$ cat config.mk
export PLATFORM = sky130hd
export DESIGN_NAME = message_deframer_zero_mask_unit
export DESIGN_NICKNAME = d
export VERILOG_FILES = /design/src/rtl/core/mdzm_pkg.sv /design/src/rtl/core/message_deframer_zero_mask_unit.sv
export VERILOG_INCLUDE_DIRS = /design/src /design/src/rtl/core
export SDC_FILE = /design/constraint.sdc
export NUM_CORES = 1
export LEC_CHECK = 0
export BUFFER_PORTS_ARGS = -buffer_cell sky130_fd_sc_hd__buf_2
export CORE_ASPECT_RATIO = 2
export CORE_MARGIN = 10
export CORE_UTILIZATION = 55
export CTS_CLUSTER_DIAMETER = 30
export CTS_CLUSTER_SIZE = 14
export DETAILED_ROUTE_END_ITERATION = 10
export GPL_TIMING_DRIVEN = 0
export PLACE_DENSITY = 0.87
export REMOVE_ABC_BUFFERS = 1
export SETUP_SLACK_MARGIN = 0.5
export SYNTH_ARGS = -nofsm -noshare
export SYNTH_HDL_FRONTEND = slang
export SYNTH_SLANG_ARGS = --single-unit
$ cat constraint.sdc
create_clock -name i_clk -period 3.5 [get_ports i_clk]
set_clock_uncertainty 0.1 [all_clocks]
set_input_delay 0.175 -clock i_clk [delete_from_list [all_inputs] [get_ports i_clk]]
set_output_delay 0.175 -clock i_clk [all_outputs]
set_load 0.05 [all_outputs]
$ cat src/rtl/core/message_deframer_zero_mask_unit_assert.svh
// Assertion macros for the zero-mask message deframer.
`ifndef MESSAGE_DEFRAMER_ZERO_MASK_UNIT_ASSERT_SVH
`define MESSAGE_DEFRAMER_ZERO_MASK_UNIT_ASSERT_SVH

// Same-cycle implication, checked outside reset.
`define MDZM_ASSERT_IMP(lbl, ante, cons, msg) \
    lbl: assert property (@(posedge i_clk) disable iff (!i_rst_n) (ante) |-> (cons)) \
        else $error(msg);

// Next-cycle implication, checked outside reset.
`define MDZM_ASSERT_NXT(lbl, ante, cons, msg) \
    lbl: assert property (@(posedge i_clk) disable iff (!i_rst_n) (ante) |=> (cons)) \
        else $error(msg);

`endif

$ cat src/rtl/core/mdzm_pkg.sv
// Package: sizes, role and status codes of the zero-mask message deframer.
`timescale 1ns / 1ps
package mdzm_pkg;

    localparam int MAX_MESSAGE_BYTES  = 256;
    // position saturates at MAX_MESSAGE_BYTES
    localparam int POS_W              = $clog2(MAX_MESSAGE_BYTES + 1);
    // next length position reaches at most MAX - 1 + 255 + 1
    localparam int NLP_W              = $clog2(MAX_MESSAGE_BYTES + 256 + 1);
    localparam int FIRST_ARG_POSITION = 6;

    typedef enum logic [2:0] {
        ROLE_TYPE    = 3'd0,
        ROLE_TAG     = 3'd1,
        ROLE_TARGET  = 3'd2,
        ROLE_COMMAND = 3'd3,
        ROLE_SENDER  = 3'd4,
        ROLE_LENGTH  = 3'd5,
        ROLE_DATA    = 3'd6,
        ROLE_END     = 3'd7
    } t_role;

    typedef enum logic [1:0] {
        ST_OK       = 2'd0,
        ST_BAD      = 2'd1,
        ST_CHECKSUM = 2'd2
    } t_status;

endpackage

$ cat src/rtl/core/message_deframer_zero_mask_unit.sv
// Top level: streaming deframer for zero-masked messages.
`timescale 1ns / 1ps
//
// Usage
//   Input channel (i_in_valid / o_in_ready): one received byte per item, with
//   i_is_last flagging the checksum byte that closes a message. The first
//   byte of every message is the zero mask; it gives no result.
//   Output channel (o_out_valid / i_out_ready): one result per header or
//   argument byte (decoded data, role, argument index) and one closing
//   status result per message (role end, status, argument count,
//   end_of_message set). Bytes past the length limit give no result.
//   Flow: an accepted item lands in the input register, and its result
//   moves into the output register once the result slot is free; that
//   register drives o_out_valid. Throughput: one item per cycle while
//   i_out_ready stays high. The rate is set by the single decode step
//   between the input register and the output register: mask compare,
//   8-bit checksum add and one position / length-position update per cycle.
//   Stall: while a result waits in the output register and the receiver
//   holds i_out_ready low, the input register still takes one more item;
//   then o_in_ready drops until the result is taken.
//   Reset (i_rst_n low, synchronous): both registers empty, the message
//   state returns to awaiting the mask byte, the stored mask clears to zero.
//
module message_deframer_zero_mask_unit (
    input  logic       i_clk,
    input  logic       i_rst_n,
    // input channel
    input  logic       i_in_valid,
    output logic       o_in_ready,
    input  logic [7:0] i_raw_byte,
    input  logic       i_is_last,
    // result channel
    output logic       o_out_valid,
    input  logic       i_out_ready,
    output logic [7:0] o_data,
    output logic [2:0] o_role,
    output logic [7:0] o_arg_index,
    output logic [1:0] o_status,
    output logic [7:0] o_arg_count,
    output logic       o_end_of_message
);

    localparam int PW = mdzm_pkg::POS_W;
    localparam int NW = mdzm_pkg::NLP_W;

    // input register
    logic       r_in_valid;
    logic [7:0] r_in_byte;
    logic       r_in_last;

    // message state
    logic [7:0]    r_zero_mask,  n_zero_mask;
    logic [PW-1:0] r_position,   n_position;
    logic [NW-1:0] r_next_len,   n_next_len;
    logic [7:0]    r_sum,        n_sum;
    logic [7:0]    r_arg_total,  n_arg_total;
    logic          r_too_long,   n_too_long;

    // result register
    logic       r_out_valid;
    logic [7:0] r_data,      n_data;
    logic [2:0] r_role,      n_role;
    logic [7:0] r_arg_index, n_arg_index;
    logic [1:0] r_status,    n_status;
    logic [7:0] r_arg_count, n_arg_count;
    logic       r_eom,       n_eom;
    logic       n_emit;

    logic       advance;
    logic [7:0] dec;

    // Move the held item through decode whenever the result slot is free
    // or being emptied this cycle.
    assign advance    = r_in_valid && (!r_out_valid || i_out_ready);
    assign o_in_ready = !r_in_valid || advance;

    assign dec = (r_in_byte == r_zero_mask) ? 8'd0 : r_in_byte;

    always_comb begin
        n_zero_mask = r_zero_mask;
        n_position  = r_position;
        n_next_len  = r_next_len;
        n_sum       = r_sum;
        n_arg_total = r_arg_total;
        n_too_long  = r_too_long;
        n_emit      = 1'b0;
        n_data      = 8'd0;
        n_role      = mdzm_pkg::ROLE_END;
        n_arg_index = 8'd0;
        n_status    = mdzm_pkg::ST_OK;
        n_arg_count = 8'd0;
        n_eom       = 1'b0;

        if (r_position == '0) begin
            // mask byte: store it; a lone mask byte closes as badly formed
            n_zero_mask = r_in_byte;
            if (r_in_last) begin
                n_emit   = 1'b1;
                n_status = mdzm_pkg::ST_BAD;
                n_eom    = 1'b1;
            end else begin
                n_position = PW'(1);
            end
        end else if (r_in_last) begin
            // checksum byte: close the message and clear its state
            n_emit      = 1'b1;
            n_eom       = 1'b1;
            n_arg_count = r_arg_total;
            if (r_position < PW'(mdzm_pkg::FIRST_ARG_POSITION) || r_too_long ||
                r_position >= PW'(mdzm_pkg::MAX_MESSAGE_BYTES)) begin
                n_status = mdzm_pkg::ST_BAD;
            end else if (r_sum != dec) begin
                n_status = mdzm_pkg::ST_CHECKSUM;
            end else begin
                n_status = mdzm_pkg::ST_OK;
            end
            n_position  = '0;
            n_next_len  = NW'(mdzm_pkg::FIRST_ARG_POSITION);
            n_sum       = 8'd0;
            n_arg_total = 8'd0;
            n_too_long  = 1'b0;
        end else if (r_position >= PW'(mdzm_pkg::MAX_MESSAGE_BYTES)) begin
            // over length: drop the byte, remember the overrun
            n_too_long = 1'b1;
            n_position = PW'(mdzm_pkg::MAX_MESSAGE_BYTES);
        end else begin
            n_emit     = 1'b1;
            n_data     = dec;
            n_sum      = r_sum + dec;
            n_position = r_position + PW'(1);
            if (r_position < PW'(mdzm_pkg::FIRST_ARG_POSITION)) begin
                // header byte: role follows position
                n_role = 3'(r_position - PW'(1));
            end else if (NW'(r_position) == r_next_len) begin
                n_role      = mdzm_pkg::ROLE_LENGTH;
                n_arg_index = r_arg_total;
                if (r_arg_total != 8'd255) begin
                    n_arg_total = r_arg_total + 8'd1;
                end
                n_next_len = NW'(r_position) + NW'(dec) + NW'(1);
            end else begin
                n_role      = mdzm_pkg::ROLE_DATA;
                n_arg_index = (r_arg_total != 8'd0) ? r_arg_total - 8'd1 : 8'd0;
            end
        end
    end

    // control registers
    always_ff @(posedge i_clk) begin
        if (!i_rst_n) begin
            r_in_valid  <= 1'b0;
            r_out_valid <= 1'b0;
            r_zero_mask <= 8'd0;
            r_position  <= '0;
            r_next_len  <= NW'(mdzm_pkg::FIRST_ARG_POSITION);
            r_sum       <= 8'd0;
            r_arg_total <= 8'd0;
            r_too_long  <= 1'b0;
        end else begin
            if (o_in_ready) begin
                r_in_valid <= i_in_valid;
            end
            if (advance) begin
                r_out_valid <= n_emit;
                r_zero_mask <= n_zero_mask;
                r_position  <= n_position;
                r_next_len  <= n_next_len;
                r_sum       <= n_sum;
                r_arg_total <= n_arg_total;
                r_too_long  <= n_too_long;
            end else if (i_out_ready) begin
                r_out_valid <= 1'b0;
            end
        end
    end

    // payload registers
    always_ff @(posedge i_clk) begin
        if (o_in_ready && i_in_valid) begin
            r_in_byte <= i_raw_byte;
            r_in_last <= i_is_last;
        end
        if (advance && n_emit) begin
            r_data      <= n_data;
            r_role      <= n_role;
            r_arg_index <= n_arg_index;
            r_status    <= n_status;
            r_arg_count <= n_arg_count;
            r_eom       <= n_eom;
        end
    end

    assign o_out_valid      = r_out_valid;
    assign o_data           = r_data;
    assign o_role           = r_role;
    assign o_arg_index      = r_arg_index;
    assign o_status         = r_status;
    assign o_arg_count      = r_arg_count;
    assign o_end_of_message = r_eom;

`include "message_deframer_zero_mask_unit_assert.svh"

    // the closing result always carries the end role
    `MDZM_ASSERT_IMP(a_eom_role, o_out_valid && o_end_of_message, o_role == mdzm_pkg::ROLE_END, "end result without end role")

    // byte results carry no status and no count
    `MDZM_ASSERT_IMP(a_byte_clean, o_out_valid && !o_end_of_message, o_status == mdzm_pkg::ST_OK && o_arg_count == 8'd0, "status or count on a byte result")

    // a decoded last byte returns the deframer to awaiting the mask
    `MDZM_ASSERT_NXT(a_last_clears, advance && r_in_last, r_position == '0 && r_sum == 8'd0 && !r_too_long, "message state not cleared after last byte")

    // position never runs past the length limit
    `MDZM_ASSERT_IMP(a_pos_limit, 1'b1, r_position <= PW'(mdzm_pkg::MAX_MESSAGE_BYTES), "position beyond limit")

endmodule

==> run_results.csv <==
group,metric,value,unit
grt,grt_max_degree,35,
setup_path,cp_max_fo,4,
run,drv_cap,0,
clocking,numCtsBuffers,9,
finish,multi_input_area,2370,sq um
sta,finalCritPeriodShare,90.8,%
yosys,synth_cell_types,58,
pwr,ir_drop,0.000300,V
route,ant_nets,0,
placed_design,dp_slack,-0.428,ns
pwr,power_density,424,nW/um^2
die,die_w,83.8,um
setup_path,r2r_slack,0.32,ns
worst_hold_path,hp-class,"in -> reg",
finish,final_cell_area,5410,sq um
finish,num-nets-final,553,
setup_path,reg2regPathDepth,14,
die,initial_core_util,56.3,%
setup_path,r2r-end,"r_next_len[8]$_SDFFE_PN0P_",
grt,antenna_found_initial,0,
setup_path,crit_arrival,3.30,ns
placed_design,gp_congestion,0.909,
yosys,ys.flop_type,"dfxtp_1",
finish,regArea,2090,sq um
sta,max_freq,0.315,GHz
yosys,synth_seq_cells,85,
sta,worst-slew-pin-transition,0.701,ns
placed_design,hpwl,8.07,mm
route,drtIter0Drc,487,
placed_design,port-buffer-count,44,
clocking,cts-htree-levels,3,
setup_path,endpoint_kind,"flip-flop",
route,viasPerCell,6.47,
route,wl,13.3,mm
sta,maxSlewHeadroom,53.3,%
yosys,synth_edf_count,39,
sta,finalMaxSlewViolations,0,
route,wl_per_cell,21.4,um
route,vias,4011,
setup_path,crit_required,3.62,ns
setup_path,crit_end,"r_next_len[8]$_SDFFE_PN0P_",
die,fp.dieH,148,um
yosys,yosysSeqAreaShare,46.8,%
finish,fin_util,68.1,%
sta,rsz0062_at_grt,"true",
die,io_pins,45,
route,first_pass_iters,8,
yosys,syn_inst,450,
clocking,insertion_delay,0.34,ns
grt,grt_pass1_wl,19.8,mm
clocking,cts_tree,"yes",
finish,mostFrequentLayoutCells,"dfxtp_1, nor2_1, buf_2",
die,coreArea,7940,sq um
yosys,async_reset_ff_share,0,%
worst_hold_path,holdCritStartpoint,"i_in_valid",
finish,area_growth,20.9,%
route,drc,0,
sta,fin_crit,3.18,ns
grt,track_usage,19.7,%
die,row_count,46,
clocking,clkTransAtPathRegs,0.06,ns
clocking,cts_buffer_depth,2,
die,die-area,12400,sq um
finish,mostFrequentLayoutCell,"dfxtp_1",
sta,worst_slack,0.323,ns
clocking,cts_sinks,85,
setup_path,crit_type,"reg -> reg",
placed_design,place_area,4700,sq um
yosys,ys_warn_count,0,
setup_path,start_kind,"flip-flop",
grt,overflow,0,
finish,drive_gt1_share,22.7,%
finish,antenna_cells,0,
sta,hold_slack,0.0408,ns
run_status,status,"finished, final reports clean",
finish,fillers,529,
clocking,cts_root_buf,"clkbuf_16",
yosys,synth_area_per_cell,9.94,sq um
setup_path,rr_startpoint,"r_in_byte[3]$_DFFE_PP_",
sta,hold_violations,0,
grt,first_global_vias,3913,
yosys,netlist_area,4470,sq um
sta,finalSetupViolCount,0,
setup_path,startpoint,"r_in_byte[3]$_DFFE_PP_",
pwr,p_leak,2.23,nW
-- worst min-delay path by stage --
stage,to,cells past startpoint
floorplan,r_in_byte[0]$_DFFE_PP_,0
global placement,r_in_last$_DFFE_PP_,1
detailed placement,r_in_byte[5]$_DFFE_PP_,1
CTS,r_in_valid$_SDFFE_PN0N_,3
global route,r_in_valid$_SDFFE_PN0N_,3
finish,r_in_valid$_SDFFE_PN0N_,3
-- where the power goes --
group	switching [mW]	leakage (nW)	internal, mW
clock network	0.398	0.140	0.556
logic	0.165	1.35	0.0873
registers	0.0223	0.743	1.07
total	0.585	2.23	1.71
-- per-layer routing --
layer  wire length (um)  GRT usage, %  part of all wire (%)  vias to the layer above
met1               4270          18.5                    32                     1883
met5                  0             0                     0                        -
met3               1120          5.45                   8.5                       90
met2               6840          34.9                    52                      306
li1                   -             -                     -                     1732
met4               1040          15.3                   7.9                        0
-- Yosys cell counts, types with 2 or more instances --
cell type  count  area share, %
and3_1         9            1.3
nand4b_1       3           0.59
xnor2_1       14            2.7
o21a_1         3           0.50
buf_2          2           0.22
and2_1        16            2.2
nand3_1       16            1.8
nor4_4         2           0.95
xor2_1        30            5.9
nand4_1        8            1.1
a21o_1         3           0.50
fa_1           2           0.90
o41ai_1        2           0.39
nor2_1        44            3.7
a21oi_1       17            1.9
buf_6          5            1.3
and4_1         5           0.98
ha_1          19            5.3
nand2_1       38            3.2
nor4_1         7           0.98
o211ai_1       3           0.50
a22o_1         2           0.39
a22oi_1        6            1.0
a21boi_0      11            1.8
nor3_1         9            1.0
inv_1         16            1.3
edfxtp_1      39             26
dfxtp_1       46             21
o21ai_1        2           0.22
nand2b_1       2           0.28
nor2_2         2           0.28
o21ai_0       22            2.5
clkbuf_1      10           0.84
nor2b_1       11            1.5
-- worst max-delay path, cell delays in order, from the launching register on --
cell	delay [ns]
edfxtp_1	0.51
xor2_2	0.23
nor4_4	0.33
nand2_2	0.13
buf_4	0.17
nand2_4	0.09
ha_4	0.14
inv_1	0.05
fa_2	0.34
a21o_1	0.18
a21oi_2	0.15
nor2_1	0.08
o31a_1	0.28
nor3_2	0.18
o31ai_1	0.10
-- state kept, by name (all words and copies together) (netlist names) --
register / cells
o_arg_count: 8
o_arg_index: 8
o_data: 8
o_end_of_message: 1
o_out_valid: 1
o_role: 3
o_status: 2
r_arg_total: 8
r_in_byte: 8
r_in_last: 1
r_in_valid: 1
r_next_len: 10
r_position: 9
r_sum: 8
r_too_long: 1
r_zero_mask: 8
-- logic make-up (layout without fill, tap and decap cells) --
group,count (synthesis),in the layout,synth area share [%]
simple gates,183,184,22.1
flops,85,85,46.8
compound gates,82,82,12.0
xor+xnor,45,45,8.98
buf+inv,34,107,3.97
fa+ha+maj,21,21,6.21
-- final cells by class --
cell class / count / share of cell area [%]
clock buffers: 11 / 4.30
clock inverters: 5 / 1.11
inverters: 16 / 1.11
multi-input cells: 332 / 43.8
flip-flops and latches: 85 / 38.7
well taps: 96 / 2.22
repair buffers: 75 / 8.79
-- repair_timing --
action,4_1_cts,5_1_grt
gates resized for setup,13,24
buffers inserted,10,12
endpoints found under the hold margin,9,0
hold buffers,9,0
setup endpoints to repair,57,11
pin swaps,5,17
gates cloned,1,0
-- metrics by stage --
| step | total power, mW | setup TNS, ns | instances |
|---|---|---|---|
| floorplan | 1.24 | 0 | 432 |
| global placement | 1.29 | -7.99 | 572 |
| finish | 2.29 | 0 | 620 |
| detailed placement | 1.30 | -12.16 | 572 |
| global route | 2.34 | 0 | 620 |
| CTS | 2.25 | 0 | 608 |
Power figures use the tool's default switching activity.
